[src/cnv_pkg.sv]
package cnv_pkg;

    localparam int CHAR_W      = 8;
    localparam int DIGIT_W     = 4;
    localparam int LEN_W       = 5;
    localparam int STATUS_W    = 2;
    localparam int TYPE_W      = 3;
    localparam int IN_DATA_W   = 8;
    localparam int OUT_DATA_W  = 16;
    localparam int CFG_ADDR_W  = 1;
    localparam int QUEUE_DEPTH = 2;

    localparam logic [LEN_W-1:0] MIN_LENGTH_RESET = 5'd13;
    localparam logic [LEN_W-1:0] MAX_LENGTH_RESET = 5'd19;
    localparam logic [LEN_W-1:0] COUNT_MAX        = 5'd31;

    localparam logic [CFG_ADDR_W-1:0] REG_MIN_LENGTH = 1'b0;
    localparam logic [CFG_ADDR_W-1:0] REG_MAX_LENGTH = 1'b1;

    localparam logic [STATUS_W-1:0] STATUS_OK        = 2'd0;
    localparam logic [STATUS_W-1:0] STATUS_NON_DIGIT = 2'd1;
    localparam logic [STATUS_W-1:0] STATUS_BAD_LEN   = 2'd2;
    localparam logic [STATUS_W-1:0] STATUS_LUHN_FAIL = 2'd3;

    localparam logic [TYPE_W-1:0] TYPE_AMEX       = 3'd0;
    localparam logic [TYPE_W-1:0] TYPE_JCB        = 3'd1;
    localparam logic [TYPE_W-1:0] TYPE_VISA       = 3'd2;
    localparam logic [TYPE_W-1:0] TYPE_MASTERCARD = 3'd3;
    localparam logic [TYPE_W-1:0] TYPE_MAESTRO    = 3'd4;
    localparam logic [TYPE_W-1:0] TYPE_OTHER      = 3'd5;

    typedef enum logic [1:0] {
        CHAR_SPACE = 2'd0,
        CHAR_DIGIT = 2'd1,
        CHAR_BAD   = 2'd2
    } char_kind_t;

    typedef struct packed {
        char_kind_t           kind;
        logic [DIGIT_W-1:0]   digit;
        logic                 last;
    } cnv_item_t;

    typedef struct packed {
        logic [STATUS_W-1:0]  status;
        logic [TYPE_W-1:0]    card_type;
        logic [LEN_W-1:0]     digit_total;
    } cnv_result_t;

endpackage

[src/card_number_validator.sv]
// Card number check: one character per transaction on the slave side, closing character
// marked by tlast; one result per number on the master side. Whitespace is skipped, any
// other non-digit flags the number. Sustained rate is one character per clock: the front
// end classifies a character in the cycle it is accepted, a QUEUE_DEPTH-entry queue sits
// in front of the back end, and the back end folds one queued character per cycle into
// the digit count and both Luhn sums. A result is registered when its closing character
// leaves the queue; only closing characters wait on the single output register, so input
// stalls only when a result stays untaken long enough to fill the queue. The user writes
// length limits (cfg index 0 min_length, 1 max_length) only while idle; not enforced.
module card_number_validator #(
    parameter int QUEUE_DEPTH = cnv_pkg::QUEUE_DEPTH
) (
    input  logic                            clk,
    input  logic                            rst_n,
    input  logic                            cfg_we,
    input  logic [cnv_pkg::CFG_ADDR_W-1:0]  cfg_addr,
    input  logic [cnv_pkg::LEN_W-1:0]       cfg_data,
    input  logic                            s_tvalid,
    output logic                            s_tready,
    input  logic [cnv_pkg::IN_DATA_W-1:0]   s_tdata,   // [7:0] char_code
    input  logic                            s_tlast,   // last_char
    output logic                            m_tvalid,
    input  logic                            m_tready,
    output logic [cnv_pkg::OUT_DATA_W-1:0]  m_tdata    // [1:0] status, [4:2] card_type,
                                                       // [9:5] digit_total
);
    import cnv_pkg::*;

    logic [LEN_W-1:0] min_length_reg;
    logic [LEN_W-1:0] max_length_reg;
    logic             queue_full;
    logic             push;
    cnv_item_t        push_item;
    logic             pop;
    logic             head_valid;
    cnv_item_t        head_item;

    always_ff @(posedge clk or negedge rst_n)
    begin
        if (!rst_n)
        begin
            min_length_reg <= MIN_LENGTH_RESET;
            max_length_reg <= MAX_LENGTH_RESET;
        end
        else if (cfg_we)
        begin
            case (cfg_addr)
                REG_MIN_LENGTH: min_length_reg <= cfg_data;
                REG_MAX_LENGTH: max_length_reg <= cfg_data;
                default:
                begin
                end
            endcase
        end
    end

    cnv_front u_front (
        .s_tvalid   (s_tvalid),
        .s_tready   (s_tready),
        .s_tdata    (s_tdata),
        .s_tlast    (s_tlast),
        .queue_full (queue_full),
        .push       (push),
        .item       (push_item)
    );

    cnv_queue #(
        .DEPTH (QUEUE_DEPTH)
    ) u_queue (
        .clk        (clk),
        .rst_n      (rst_n),
        .push       (push),
        .push_item  (push_item),
        .full       (queue_full),
        .pop        (pop),
        .head_valid (head_valid),
        .head_item  (head_item)
    );

    cnv_back u_back (
        .clk        (clk),
        .rst_n      (rst_n),
        .min_length (min_length_reg),
        .max_length (max_length_reg),
        .head_valid (head_valid),
        .head_item  (head_item),
        .pop        (pop),
        .m_tvalid   (m_tvalid),
        .m_tready   (m_tready),
        .m_tdata    (m_tdata)
    );

endmodule

[src/cnv_front.sv]
module cnv_front (
    input  logic                            s_tvalid,
    output logic                            s_tready,
    input  logic [cnv_pkg::IN_DATA_W-1:0]   s_tdata,   // [7:0] char_code
    input  logic                            s_tlast,
    input  logic                            queue_full,
    output logic                            push,
    output cnv_pkg::cnv_item_t              item
);
    import cnv_pkg::*;

    logic [CHAR_W-1:0] char_code;

    assign char_code = s_tdata[CHAR_W-1:0];
    assign s_tready  = !queue_full;

    always_comb
    begin
        item.digit = char_code[DIGIT_W-1:0];
        item.last  = s_tlast;
        if (char_code inside {8'h20, [8'h09:8'h0D]})
        begin
            item.kind = CHAR_SPACE;
        end
        else if (char_code inside {[8'h30:8'h39]})
        begin
            item.kind = CHAR_DIGIT;
        end
        else
        begin
            item.kind = CHAR_BAD;
        end
    end

    // drop whitespace unless it closes the number
    assign push = s_tvalid && s_tready && !(item.kind == CHAR_SPACE && !s_tlast);

endmodule

[src/cnv_queue.sv]
module cnv_queue #(
    parameter int DEPTH = cnv_pkg::QUEUE_DEPTH
) (
    input  logic                clk,
    input  logic                rst_n,
    input  logic                push,
    input  cnv_pkg::cnv_item_t  push_item,
    output logic                full,
    input  logic                pop,
    output logic                head_valid,
    output cnv_pkg::cnv_item_t  head_item
);
    import cnv_pkg::*;

    localparam int PTR_W = (DEPTH > 1) ? $clog2(DEPTH) : 1;
    localparam int CNT_W = $clog2(DEPTH + 1);

    cnv_item_t          slot_reg [DEPTH];
    logic [PTR_W-1:0]   wr_ptr_reg, wr_ptr_next;
    logic [PTR_W-1:0]   rd_ptr_reg, rd_ptr_next;
    logic [CNT_W-1:0]   count_reg, count_next;
    logic               do_pop;

    assign full       = (count_reg == CNT_W'(DEPTH));
    assign head_valid = (count_reg != '0);
    assign head_item  = slot_reg[rd_ptr_reg];
    assign do_pop     = pop && head_valid;

    always_comb
    begin
        wr_ptr_next = wr_ptr_reg;
        rd_ptr_next = rd_ptr_reg;
        count_next  = count_reg;
        if (push)
        begin
            wr_ptr_next = (wr_ptr_reg == PTR_W'(DEPTH - 1)) ? '0 : wr_ptr_reg + 1'b1;
        end
        if (do_pop)
        begin
            rd_ptr_next = (rd_ptr_reg == PTR_W'(DEPTH - 1)) ? '0 : rd_ptr_reg + 1'b1;
        end
        if (push && !do_pop)
        begin
            count_next = count_reg + 1'b1;
        end
        else if (!push && do_pop)
        begin
            count_next = count_reg - 1'b1;
        end
    end

    always_ff @(posedge clk or negedge rst_n)
    begin
        if (!rst_n)
        begin
            wr_ptr_reg <= '0;
            rd_ptr_reg <= '0;
            count_reg  <= '0;
        end
        else
        begin
            wr_ptr_reg <= wr_ptr_next;
            rd_ptr_reg <= rd_ptr_next;
            count_reg  <= count_next;
        end
    end

    always_ff @(posedge clk)
    begin
        if (push)
        begin
            slot_reg[wr_ptr_reg] <= push_item;
        end
    end

endmodule

[src/cnv_back.sv]
module cnv_back (
    input  logic                            clk,
    input  logic                            rst_n,
    input  logic [cnv_pkg::LEN_W-1:0]       min_length,
    input  logic [cnv_pkg::LEN_W-1:0]       max_length,
    input  logic                            head_valid,
    input  cnv_pkg::cnv_item_t              head_item,
    output logic                            pop,
    output logic                            m_tvalid,
    input  logic                            m_tready,
    output logic [cnv_pkg::OUT_DATA_W-1:0]  m_tdata    // [1:0] status, [4:2] card_type,
                                                       // [9:5] digit_total
);
    import cnv_pkg::*;

    logic [DIGIT_W-1:0] sum_even_reg, sum_even_next;
    logic [DIGIT_W-1:0] sum_odd_reg, sum_odd_next;
    logic [LEN_W-1:0]   count_reg, count_next;
    logic               bad_reg, bad_next;
    logic               overflow_reg, overflow_next;
    logic [DIGIT_W-1:0] first_reg, first_next;
    logic [DIGIT_W-1:0] second_reg, second_next;
    logic               out_valid_reg;
    cnv_result_t        result_reg, result_next;

    logic [DIGIT_W:0]   dbl;
    logic [DIGIT_W-1:0] dd;
    logic [DIGIT_W-1:0] add_even, add_odd;
    logic [DIGIT_W:0]   raw_even, raw_odd;
    logic [DIGIT_W-1:0] sum_sel;

    assign pop = head_valid && (!head_item.last || !out_valid_reg || m_tready);

    always_comb
    begin
        dbl = {head_item.digit, 1'b0};
        dd  = (dbl > 5'd9) ? DIGIT_W'(dbl - 5'd9) : dbl[DIGIT_W-1:0];
        if (!count_reg[0])
        begin
            add_even = dd;
            add_odd  = head_item.digit;
        end
        else
        begin
            add_even = head_item.digit;
            add_odd  = dd;
        end
        raw_even = {1'b0, sum_even_reg} + {1'b0, add_even};
        raw_odd  = {1'b0, sum_odd_reg} + {1'b0, add_odd};

        sum_even_next = sum_even_reg;
        sum_odd_next  = sum_odd_reg;
        count_next    = count_reg;
        bad_next      = bad_reg;
        overflow_next = overflow_reg;
        first_next    = first_reg;
        second_next   = second_reg;

        case (head_item.kind)
            CHAR_DIGIT:
            begin
                if (count_reg == '0)
                begin
                    first_next = head_item.digit;
                end
                else if (count_reg == LEN_W'(1))
                begin
                    second_next = head_item.digit;
                end
                sum_even_next = (raw_even >= 5'd10) ? DIGIT_W'(raw_even - 5'd10)
                                                    : raw_even[DIGIT_W-1:0];
                sum_odd_next  = (raw_odd >= 5'd10) ? DIGIT_W'(raw_odd - 5'd10)
                                                   : raw_odd[DIGIT_W-1:0];
                if (count_reg == COUNT_MAX)
                begin
                    overflow_next = 1'b1;
                end
                else
                begin
                    count_next = count_reg + 1'b1;
                end
            end
            CHAR_BAD:
            begin
                bad_next = 1'b1;
            end
            default:
            begin
            end
        endcase

        sum_sel = count_next[0] ? sum_odd_next : sum_even_next;

        if (bad_next)
        begin
            result_next.status = STATUS_NON_DIGIT;
        end
        else if (overflow_next || count_next < min_length || count_next > max_length)
        begin
            result_next.status = STATUS_BAD_LEN;
        end
        else if (sum_sel != '0)
        begin
            result_next.status = STATUS_LUHN_FAIL;
        end
        else
        begin
            result_next.status = STATUS_OK;
        end

        if (count_next == '0)
        begin
            result_next.card_type = TYPE_OTHER;
        end
        else
        begin
            case (first_next)
                4'd3:    result_next.card_type = (second_next inside {4'd4, 4'd7}) ?
                                                 TYPE_AMEX : TYPE_JCB;
                4'd4:    result_next.card_type = TYPE_VISA;
                4'd5:    result_next.card_type = TYPE_MASTERCARD;
                4'd6:    result_next.card_type = TYPE_MAESTRO;
                default: result_next.card_type = TYPE_OTHER;
            endcase
        end
        result_next.digit_total = count_next;
    end

    always_ff @(posedge clk or negedge rst_n)
    begin
        if (!rst_n)
        begin
            sum_even_reg  <= '0;
            sum_odd_reg   <= '0;
            count_reg     <= '0;
            bad_reg       <= 1'b0;
            overflow_reg  <= 1'b0;
            first_reg     <= '0;
            second_reg    <= '0;
            out_valid_reg <= 1'b0;
        end
        else
        begin
            if (pop && head_item.last)
            begin
                out_valid_reg <= 1'b1;
            end
            else if (m_tready)
            begin
                out_valid_reg <= 1'b0;
            end
            if (pop)
            begin
                if (head_item.last)
                begin
                    // emit and clear for the next number
                    sum_even_reg  <= '0;
                    sum_odd_reg   <= '0;
                    count_reg     <= '0;
                    bad_reg       <= 1'b0;
                    overflow_reg  <= 1'b0;
                    first_reg     <= '0;
                    second_reg    <= '0;
                end
                else
                begin
                    sum_even_reg  <= sum_even_next;
                    sum_odd_reg   <= sum_odd_next;
                    count_reg     <= count_next;
                    bad_reg       <= bad_next;
                    overflow_reg  <= overflow_next;
                    first_reg     <= first_next;
                    second_reg    <= second_next;
                end
            end
        end
    end

    always_ff @(posedge clk)
    begin
        if (pop && head_item.last)
        begin
            result_reg <= result_next;
        end
    end

    assign m_tvalid = out_valid_reg;
    assign m_tdata  = OUT_DATA_W'({result_reg.digit_total, result_reg.card_type,
                                   result_reg.status});

    a_sums_in_range: assert property (@(posedge clk) disable iff (!rst_n)
        sum_even_reg <= 4'd9 && sum_odd_reg <= 4'd9)
        else $error("Luhn sum left the mod 10 range");

    a_clear_after_last: assert property (@(posedge clk) disable iff (!rst_n)
        pop && head_item.last |=> count_reg == '0 && !bad_reg && !overflow_reg)
        else $error("state not cleared after the closing character");

    a_count_saturates: assert property (@(posedge clk) disable iff (!rst_n)
        pop && !head_item.last && head_item.kind == CHAR_DIGIT && count_reg == COUNT_MAX
        |=> count_reg == COUNT_MAX && overflow_reg)
        else $error("digit count wrapped instead of saturating");

    a_no_overwrite: assert property (@(posedge clk) disable iff (!rst_n)
        out_valid_reg && !m_tready |=> out_valid_reg && $stable(result_reg))
        else $error("pending result overwritten");

    a_ok_length: assert property (@(posedge clk) disable iff (!rst_n)
        out_valid_reg && result_reg.status == STATUS_OK
        |-> result_reg.digit_total >= min_length && result_reg.digit_total <= max_length)
        else $error("ok status with a length outside the limits");

endmodule

[config.mk]
export PLATFORM = sky130hd
export DESIGN_NAME = card_number_validator
export DESIGN_NICKNAME = d
export VERILOG_FILES = /design/src/cnv_pkg.sv /design/src/card_number_validator.sv /design/src/cnv_front.sv /design/src/cnv_queue.sv /design/src/cnv_back.sv
export SDC_FILE = /design/constraint.sdc
export NUM_CORES = 1
export LEC_CHECK = 0
export BUFFER_PORTS_ARGS = -buffer_cell sky130_fd_sc_hd__buf_2
export CORE_MARGIN = 4
export CORE_UTILIZATION = 40
export CTS_CLUSTER_SIZE = 25
export DETAILED_ROUTE_END_ITERATION = 6
export GPL_TIMING_DRIVEN = 0
export SLEW_MARGIN = 20
export SYNTH_ARGS = -nofsm -noshare
export SYNTH_HDL_FRONTEND = slang
export SYNTH_HIERARCHICAL = 1
export SYNTH_SLANG_ARGS = --single-unit
[constraint.sdc]
create_clock -name clk -period 10.85 [get_ports clk]
set_input_delay 1.085 -clock clk [delete_from_list [all_inputs] [get_ports clk]]
set_output_delay 1.085 -clock clk [all_outputs]
set_load 0.1 [all_outputs]
==> results of run 1 <==
[path summary, 6_finish.rpt]
path | from | end | slack [ns] | cells after the start
max | u_queue/rd_ptr_reg | u_back/m_tdata[1] | 5.89 | 22
min | u_queue/wr_ptr_reg | u_queue/wr_ptr_reg | 0.49 | 1
max reg2reg | u_queue/rd_ptr_reg | u_back/m_tdata[1] | 5.89 | 22
min reg2reg | u_queue/wr_ptr_reg | u_queue/wr_ptr_reg | 0.49 | 1
max in group asynchronous | rst_n | u_back/m_tvalid | 9.42 | 1
min in group asynchronous | rst_n | max_length_reg[3] | 0.88 | 1
[layer usage]
| layer | GRT usage, % | vias to the layer above |
|---|---|---|
| li1 | - | 1422 |
| met1 | 18.3 | 1334 |
| met2 | 26.7 | 75 |
| met3 | 2.25 | 14 |
| met4 | 6.66 | 0 |
| met5 | 0 | - |
[logic make-up after synthesis]
family | Yosys count
simple gates | 115
compound gates | 89
flops | 62
buf+inv | 45
fa+ha+maj | 26
mux | 25
xor+xnor | 16
other cells | 1
[cells in the final DEF, fill, tap and decap left out, drive strengths merged, types with 3 or more instances in the layout]
cell	n
dfrtp	32
ha	24
nor2	29
xnor2	11
or4	3
clkinv	5
nand3	4
clkbuf	17
nand2b	5
mux2	19
a22o	3
nand4b	3
a21oi	15
nor3	3
dfstp	6
nand2	44
nor2b	9
conb	6
xor2	5
o21ai	40
mux2i	6
inv	25
and3	3
a22oi	4
or2	3
buf	43
a21o	6
edfxtp	24
[power by group through the flow]
stage / Combinational, mW / Clock [mW] / Sequential (mW)
detailed placement: 0.843 / 0 / 0.362
global placement: 0.824 / 0 / 0.360
finish: 0.842 / 0.213 / 0.358
floorplan: 0.555 / 0 / 0.473
global route: 0.939 / 0.229 / 0.365
CTS: 0.846 / 0.220 / 0.359
[layout make-up]
cell class | instances | share of cell area, %
inverter | 26 | 2.22
timing repair buffer | 31 | 3.54
clock inverter | 6 | 1.74
clock buffer | 10 | 2.91
multi-input combinational | 277 | 45.0
buffer | 19 | 2.60
tap | 129 | 3.68
sequential | 62 | 38.3
[per-stage QoR]
step | std cells | hold WS, ns | setup WS, ns
final | 560 | 0.490 | 5.89
after global routing | 560 | 0.513 | 5.49
after CTS | 560 | 0.486 | 5.91
after detailed placement | 544 | 0.474 | 5.91
after global placement | 544 | 0.463 | 5.96
after floorplan | 384 | 0.450 | 6.70
[worst reg2reg max path, stage by stage, from the launching register on]
cell	delay (ns)
dfrtp_1	0.31
buf_2	0.21
mux2_2	0.36
clkbuf_1	0.21
inv_1	0.14
ha_1	0.18
nand2b_1	0.15
nor2b_1	0.30
xnor2_1	0.18
nand2_1	0.07
o21ai_1	0.17
inv_1	0.10
fa_1	0.44
xnor2_1	0.16
inv_1	0.08
ha_1	0.19
o31a_1	0.17
o21ai_1	0.07
a21oi_1	0.28
xnor2_1	0.16
o21ai_1	0.09
o32ai_1	0.57
a21boi_2	0.12
==> summary.txt, run 1 <==
Worst Tran Pin Value: 0.881 ns
Post-synthesis adder-cell area fraction: 8.85%
Fillers: 888
Syn avg cell area: 10.2 um2
Wl on met1: 3.49 mm
Synth Area in Compound Gates: 14.9%
Synth Cell Area: 3850 um2
Most common cell in the netlist: nand2_1
Slowest stage delay, CP: 0.57 ns
WP buf/inv: 5
Synth area leaders: dfrtp_1, edfxtp_1, ha_1
CTS buffer count: 9
Required @ worst endpoint: 10.91 ns
Minimum clock period: 4.96 ns
Sequential share of power: 25.3%
# diodes: 0
Final period util: 45.8%
Simple-gate share of the synthesized area: 15.3%
Initial antenna violation count: 0
Synth Register Bits: 62
Mean routed wirelength per cell: 14.1 um
Power Dens Cells: 322 nW/um2
Largest net degree at the start of global routing: 39
Final setup vio count: 0
Post-synthesis mux area share: 8.10%
Vias in the first global route: 2973
Final hold violations: 0
Area share of the largest cell type after synthesis: 20.8%
Met3 WL: 301 um
Clock sink count: 62
DRT antenna net count: 0
DR iter-0 viols: 148
Die area: 11300 um2
Main combinational cell family by area after synthesis: simple AND/OR/NAND/NOR gates
Largest area contributor in the netlist: dfrtp_1
Pins Over Slew Limit: 0
Clock buffer depth: 2
Critical path class: flop to flop
DRC violations left: 0
Yosys cell types: 62
Highest Signal Layer: met4
Max Cap Viol: 0
CP max FO: 8
DP Area: 4180 um2
Core ar.: 9280 um2
Clock Skew: 0.0107 ns
Logic pwr share: 59.6%
Status: completed
Via-per-instance ratio: 5.08
Top FF cell, synth: dfrtp_1
Core Util, Final: 47.3%
Placer congestion estimate: 0.824
GRT Resource Usage Total: 15.1%
Post-route setup TNS: 0 ns
Post_cts resized: 0
Seq/Total Area, Yosys: 43.6%
Switching power: 0.671 mW
Critical-path cell list: buf_2 > mux2_2 > clkbuf_1 > inv_1 > ha_1 > nand2b_1 > nor2b_1 > xnor2_1 > nand2_1 > o21ai_1 > inv_1 > fa_1 > xnor2_1 > inv_1 > ha_1 > o31a_1 > o21ai_1 > a21oi_1 > xnor2_1 > o21ai_1 > o32ai_1 > a21boi_2
Cell Rows: 35
1st-pass router iterations: 4
Multi-input gate area: 1980 um2
Largest register FFs: 14
Nets: 472
Critical Path End Type: flop
Asr flop ratio synth: 61.3%
Finished Cell Area: 4390 um2
Area growth, synth to finish: 14.0%
Maximum vdd drop: 0.000168 V
Dpl hpwl: 6.05 mm
Die extent in x: 106 um
Clock latency on the worst-skew pair: 0.33 ns
IO buf count: 31
Clock root buffer: clkbuf_8
Sequential cell area: 1680 um2
Postcts setup bufs: 0
WL final: 7.89 mm
Met2 routed WL: 3.95 mm
Via Count: 2845
Post-CTS Hold Fix Bufs: 0
Delay-heaviest family, CP: compound AO/OA/AOI/OAI gates
CP max-delay cell: o32ai_1
CTS H-tree depth: 3
Nature of the critical path startpoint: flop
Max frequency: 201 MHz
First-pass GRT wire length: 13.8 mm
Die height: 106 um
Initial core utilization: 41.4%
Hold Crit Class: flop to flop
WP data arrival: 5.02 ns
Post-synth top cells: nand2_1, dfrtp_1, nor2_1
XOR/XNOR Fraction of Synth Area: 3.64%
Relative slew slack: 41.2%
Ys Warns: 6
RSZ-0062 raised after global routing: false
Ratio of cells with drive above 1 in the final layout: 22.3%
Number of I/O pins: 38
Mapped Cells: 379
Clk pin slew, worst setup/hold paths: 0.06 ns
Cell internal pwr: 0.741 mW
Post-synth EDFFs: 24
Grt total ovfl: 0
Total chip power: 1.41 mW
Leakage: 1.93 nW
CTS tree: built
Sw frac: 47.5%
Clock group share of total power: 15.1%
(Power assumes the default switching activity.)
==> inputs of run 2 (changes only) <==
==> constraint.sdc (replaced) <==
create_clock -name clk -period 4.1 [get_ports clk]
set_input_delay 0.41 -clock clk [delete_from_list [all_inputs] [get_ports clk]]
set_output_delay 0.41 -clock clk [all_outputs]
set_load 0.1 [all_outputs]
==> run 2 against run 1 <==
Net effect: flip-flop and latch count stayed put; via count grew 3.3%; wire length rose by 4.6%; critical path type unchanged; clock skew decreased by 0.0064 ns; count of clock-buffer cells in the layout rose by 1.
==> summary.txt, run 2 (synthesis gave the netlist of run 1 again) <==
Status: completed
Highest Signal Layer: met4
Die area: 11300 um2 (unchanged)
Final setup vio count: 0 (unchanged)
FF-to-FF setup slack: 0.06 ns (-5.83 ns)
Nets: 490 (+3.8%)
Minimum clock period: 4.04 ns (-0.921 ns)
Initial core utilization: 41.4% (unchanged)
Number of I/O pins: 38 (unchanged)
Clock latency on the worst-skew pair: 0.33 ns (about the same)
Fillers: 876 (-1.4%)
Die extent in x: 106 um (unchanged)
Met2 routed WL: 4.07 mm (+3.0%)
Vias in the first global route: 2928 (-1.5%)
Final Instance Count excl. Fillers: 578 (+3.2%)
Grt total ovfl: 0 (unchanged)
Max Cap Viol: 0 (unchanged)
Final hold violations: 0 (unchanged)
Max frequency: 247 MHz (+23%)
CTS H-tree depth: 3 (unchanged)
Nature of the critical path startpoint: flop
Area growth, synth to finish: 21.0%
Wl on met1: 3.80 mm (+8.8%)
WP data arrival: 4.12 ns (-0.90 ns)
Largest register FFs: 14 (unchanged)
Clock buffer depth: 2 (unchanged)
Critical path class: flop to flop
CTS buffer count: 9 (unchanged)
Clk pin slew, worst setup/hold paths: 0.07 ns (about the same)
Core ar.: 9280 um2 (unchanged)
R2R Path End: u_back/m_tdata[0]
Pins Over Slew Limit: 0 (unchanged)
# diodes: 0 (unchanged)
Met3 WL: 244 um (-19%)
Clock sink count: 62 (unchanged)
Die height: 106 um (unchanged)
Ratio of cells with drive above 1 in the final layout: 32.5% (+10 points)
Largest net degree at the start of global routing: 39 (unchanged)
Via Count: 2938 (+3.3%)
1st-pass router iterations: 4 (unchanged)
Mean routed wirelength per cell: 14.3 um (+1.3%)
Initial antenna violation count: 0 (unchanged)
Clock root buffer: clkbuf_8
DRT antenna net count: 0 (unchanged)
Cells after DPL: 544 (unchanged)
Final period util: 98.6% (+53 points)
Hold Crit Class: primary input to async pin
Dpl hpwl: 5.84 mm (-3.6%)
DRC violations left: 0 (unchanged)
Via-per-instance ratio: 5.08 (about the same)
Worst Tran Pin Value: 0.882 ns (+0.000474 ns)
Relative slew slack: 41.2% (about the same)
Required @ worst endpoint: 4.17 ns (-6.74 ns)
CP max FO: 8 (unchanged)
DR iter-0 viols: 122 (-18%)
WL final: 8.25 mm (+4.6%)
GRT Resource Usage Total: 15.2% (+0.063 points)
Placer congestion estimate: 0.822 (-0.23%)
R2R Path Start: u_queue/rd_ptr_reg
CTS tree: built
IO buf count: 31 (unchanged)
Most frequent cells in the layout: nand2_1, dfrtp_1, buf_2
Reg2reg path depth: 21 (-4.5%)
Critical Path End Type: flop
Post-route setup TNS: 0 ns (unchanged)
First-pass GRT wire length: 13.8 mm (about the same)
RSZ-0062 raised after global routing: true
Cell Rows: 35 (unchanged)
Commonest non-fill, non-tap cell in the layout: nand2_1
Clock Skew: 0.00423 ns (-0.00644 ns)
==> run 2: worst max-delay path by stage <==
stage	to	cells after the start	slack, ns	startpoint
final	u_back/m_tdata[0]	21	0.06	u_queue/rd_ptr_reg
after global routing	u_back/m_tdata[0]	21	-0.13	u_queue/rd_ptr_reg
after CTS	u_back/m_tdata[1]	19	0.003	u_queue/rd_ptr_reg
after detailed placement	u_back/m_tdata[1]	22	-0.65	u_queue/rd_ptr_reg
after global placement	u_back/m_tdata[1]	22	-0.61	u_queue/rd_ptr_reg
after floorplan	u_back/m_tdata[1]	22	0.02	u_queue/rd_ptr_reg
==> run 2: worst max-delay path, cell delays in order, from the launching register on <==
cell and delay (ns):
dfrtp_1 0.37, buf_6 0.14, mux2_4 0.23, inv_4 0.05, ha_4 0.15, nand2b_4 0.14, nor2b_4 0.14, buf_6 0.12
mux2i_2 0.14, ha_2 0.22, inv_2 0.04, fa_2 0.38, xnor2_2 0.16, inv_2 0.09, ha_4 0.14, o31a_1 0.18
o21bai_1 0.09, a21oi_2 0.19, mux2i_2 0.30, o2111ai_2 0.19, o32ai_4 0.20, o21ai_1 0.11
==> run 2: layout make-up <==
| class | instances | area (um2) | area share, % |
|---|---|---|---|
| plain buffers | 18 | 116 | 2.50 |
| clock buffers | 11 | 131 | 2.82 |
| clock inverters | 5 | 26.3 | 0.565 |
| inverters | 26 | 103 | 2.20 |
| multi-input cells | 277 | 2140 | 45.9 |
| flip-flops and latches | 62 | 1680 | 36.1 |
| well taps | 129 | 161 | 3.47 |
| repair buffers | 50 | 302 | 6.48 |
==> run 2: stage by stage <==
| step | area [um2] | util (%) | setup WS (ns) | hold slack, ns |
|---|---|---|---|---|
| floorplan | 3870 | - | 0.0190 | 0.114 |
| global placement | 4190 | 45.1 | -0.614 | 0.464 |
| detailed placement | 4190 | 45.1 | -0.649 | 0.474 |
| CTS | 4480 | 48.2 | 0.00341 | 0.220 |
| global route | 4650 | 50.1 | -0.130 | 0.250 |
| finish | 4650 | 50.1 | 0.0571 | 0.193 |
==> run 2: metal layers <==
metal | vias to the layer above | GRT usage, %
met3 | 12 | 3.40
met2 | 53 | 25.2
met4 | 0 | 4.90
li1 | 1460 | -
met1 | 1413 | 19.7
met5 | - | 0
==> run 2: repair_timing <==
item | in CTS | in global routing
setup buffers | 9 | 10
hold buffers | 0 | 0
endpoints found under the setup margin | 7 | 4
gates resized for setup | 16 | 25
pin swaps | 4 | 16
Power of run 2 is not shown: default switching activity piles up to over one toggle a cycle in this logic, so the estimate is an artifact.
==> inputs of run 3 (changes only) <==
--- a/config.mk
+++ b/config.mk
@@ -7,10 +7,11 @@
 export LEC_CHECK = 0
 export BUFFER_PORTS_ARGS = -buffer_cell sky130_fd_sc_hd__buf_2
 export CORE_MARGIN = 4
-export CORE_UTILIZATION = 40
+export CORE_UTILIZATION = 45
 export CTS_CLUSTER_SIZE = 25
 export DETAILED_ROUTE_END_ITERATION = 6
 export GPL_TIMING_DRIVEN = 0
+export PLACE_DENSITY = 0.66
 export SLEW_MARGIN = 20
 export SYNTH_ARGS = -nofsm -noshare
 export SYNTH_HDL_FRONTEND = slang
==> run 3 against run 2 <==
Net effect: final area rose by 1.6%; fmax is 0.68% higher; flip-flop and latch count did not move; critical path depth unchanged; count of clock-buffer cells in the layout is 2 higher; register-to-register slack better by 0.03 ns; via count up 2.6%; critical endpoint is now u_back/m_tdata[1]; first-iteration DRC count decreased by 12%; worst setup slack improved by 0.027 ns.
==> summary.txt, run 3 (synthesis gave the netlist of run 1 again) <==
CTS H-tree depth: 3 (unchanged)
1st-pass router iterations: 4 (unchanged)
Crit path to: u_back/m_tdata[1]
Status: completed
Most frequent cells in the layout: nand2_1, buf_4, dfrtp_1
Max frequency: 249 MHz (+0.68%)
Critical path class: flop to flop
Final setup vio count: 0 (unchanged)
CTS tree: built
Clk pin slew, worst setup/hold paths: 0.07 ns (about the same)
R2R Path End: u_back/m_tdata[1]
Die extent in x: 100 um (-5.3%)
Grt total ovfl: 0 (unchanged)
Number of I/O pins: 38 (unchanged)
Cell Rows: 33 (-5.7%)
DRT antenna net count: 0 (unchanged)
WP data arrival: 4.10 ns (-0.02 ns)
Fin Hold WS: 0.189 ns (-0.00412 ns)
Clock Skew: 0.0119 ns (+0.00770 ns)
Largest register FFs: 14 (unchanged)
Mean routed wirelength per cell: 15.1 um (+6.0%)
CP max FO: 8 (unchanged)
GRT Resource Usage Total: 17.4% (+2.2 points)
Final period util: 97.9% (-0.66 points)
Via-per-instance ratio: 5.39 (+6.1%)
Required @ worst endpoint: 4.19 ns (+0.02 ns)
RSZ-0062 raised after global routing: true
IO buf count: 31 (unchanged)
Setup Slack @ Placement: -0.720 ns (-0.0710 ns)
Clock buffer depth: 2 (unchanged)
Pins Over Slew Limit: 0 (unchanged)
First-pass GRT wire length: 13.8 mm (+0.15%)
WL final: 8.46 mm (+2.5%)
Commonest non-fill, non-tap cell in the layout: nand2_1
Minimum clock period: 4.02 ns (-0.0272 ns)
Critical Path End Type: flop
Nature of the critical path startpoint: flop
FF-to-FF setup slack: 0.08 ns (+0.03 ns)
CTS buffer count: 9 (unchanged)
Die height: 100 um (-5.3%)
Critical-path cell list: buf_6 > mux2_4 > inv_4 > ha_4 > nand2b_4 > nor2b_4 > buf_6 > mux2i_2 > ha_2 > inv_2 > fa_2 > xnor2_2 > inv_1 > ha_2 > o31a_1 > o21bai_1 > a21oi_2 > mux2i_1 > o2111ai_2 > o32ai_4 > a21boi_2
Clock latency on the worst-skew pair: 0.34 ns (about the same)
Largest net degree at the start of global routing: 39 (unchanged)
Initial antenna violation count: 0 (unchanged)
Cells after DPL: 520 (-4.4%)
Placer congestion estimate: 0.851 (+3.6%)
Relative slew slack: 41.7% (+0.45 points)
Vias in the first global route: 3047 (+4.1%)
Worst Tran Pin Value: 0.875 ns (-0.00672 ns)
DR iter-0 viols: 107 (-12%)
CP max-delay cell: fa_2
Final hold violations: 0 (unchanged)
R2R Path Start: u_queue/rd_ptr_reg
Setup ws final: 0.0843 ns (+0.0272 ns)
Final Instance Count excl. Fillers: 559 (-3.3%)
Reg2reg path depth: 21 (unchanged)
Slowest stage delay, CP: 0.38 ns (about the same)
DRC violations left: 0 (unchanged)
Via Count: 3015 (+2.6%)
Ratio of cells with drive above 1 in the final layout: 34.1% (+1.6 points)
Nets: 495 (+1.0%)
Clock root buffer: clkbuf_8
Max Cap Viol: 0 (unchanged)
Setup crit start: u_queue/rd_ptr_reg
Clock sink count: 62 (unchanged)
Area growth, synth to finish: 23.0%
Die area: 10100 um2 (-10%)
Core ar.: 8260 um2 (-11%)
Initial core utilization: 46.6% (+5.1 points)
Dpl hpwl: 5.83 mm (-0.10%)
# diodes: 0 (unchanged)
Hold Crit Class: primary input to async pin
run 3: cell types whose count changed in the layout (fill, tap and decap cells not counted), sizes merged:
cell / previous run / this run
buf: 62 / 67
bufinv: 0 / 1
clkbuf: 17 / 19
clkinv: 5 / 2
run 3: metrics by stage:
step | setup TNS, ns | instance area (um2) | utilization [%]
floorplan | 0 | 3870 | -
global placement | -1.70 | 4160 | 50.4
detailed placement | -2.33 | 4160 | 50.4
CTS | 0 | 4540 | 55.0
global route | -0.0785 | 4730 | 57.3
finish | 0 | 4730 | 57.3
run 3: layout make-up:
class,count,area (um2)
fillers,738,3530
multi-input cells,277,2150
flip-flops and latches,62,1680
repair buffers,55,339
clock buffers,13,169
well taps,105,131
plain buffers,18,116
inverters,26,103
clock inverters,3,42.5
run 3: worst min path at each step:
stage | startpoint | to | depth (start not counted)
4_1_cts | rst_n | u_back/second_reg[3] | 1
5_1_grt | rst_n | u_back/sum_odd_reg[1] | 1
6_report | rst_n | u_back/sum_odd_reg[1] | 1
3_5_place_dp | u_queue/wr_ptr_reg | u_queue/wr_ptr_reg | 1
2_1_floorplan | rst_n | max_length_reg[2] | 0
3_3_place_gp | u_queue/wr_ptr_reg | u_queue/wr_ptr_reg | 1
run 3: repair_timing:
item | CTS | global route
pin swaps | 9 | 15
resized for setup | 22 | 21
endpoints found under the setup margin | 7 | 3
buffers inserted | 12 | 13
hold buffers | 0 | 0
run 3: metal layers:
layer	GRT usage (%)	up-vias	share of wire, %
li1	-	1468	-
met3	2.98	20	4.1
met5	0	-	0
met2	30.2	68	51
met1	21.0	1459	42
met4	7.88	0	2.4
run 3: worst max-delay path, delay by kind of cell, from the launching register on:
family	cells	cell delay [ns]
AOI/OAI and AO/OA	6	0.93
buffers and inverters	5	0.43
xor gates and xnor gates	1	0.15
adders and majority gates	4	0.93
DFF	1	0.37
and+or+nand+nor	2	0.27
muxes	3	0.68
Power of run 3 is left out for the same reason.
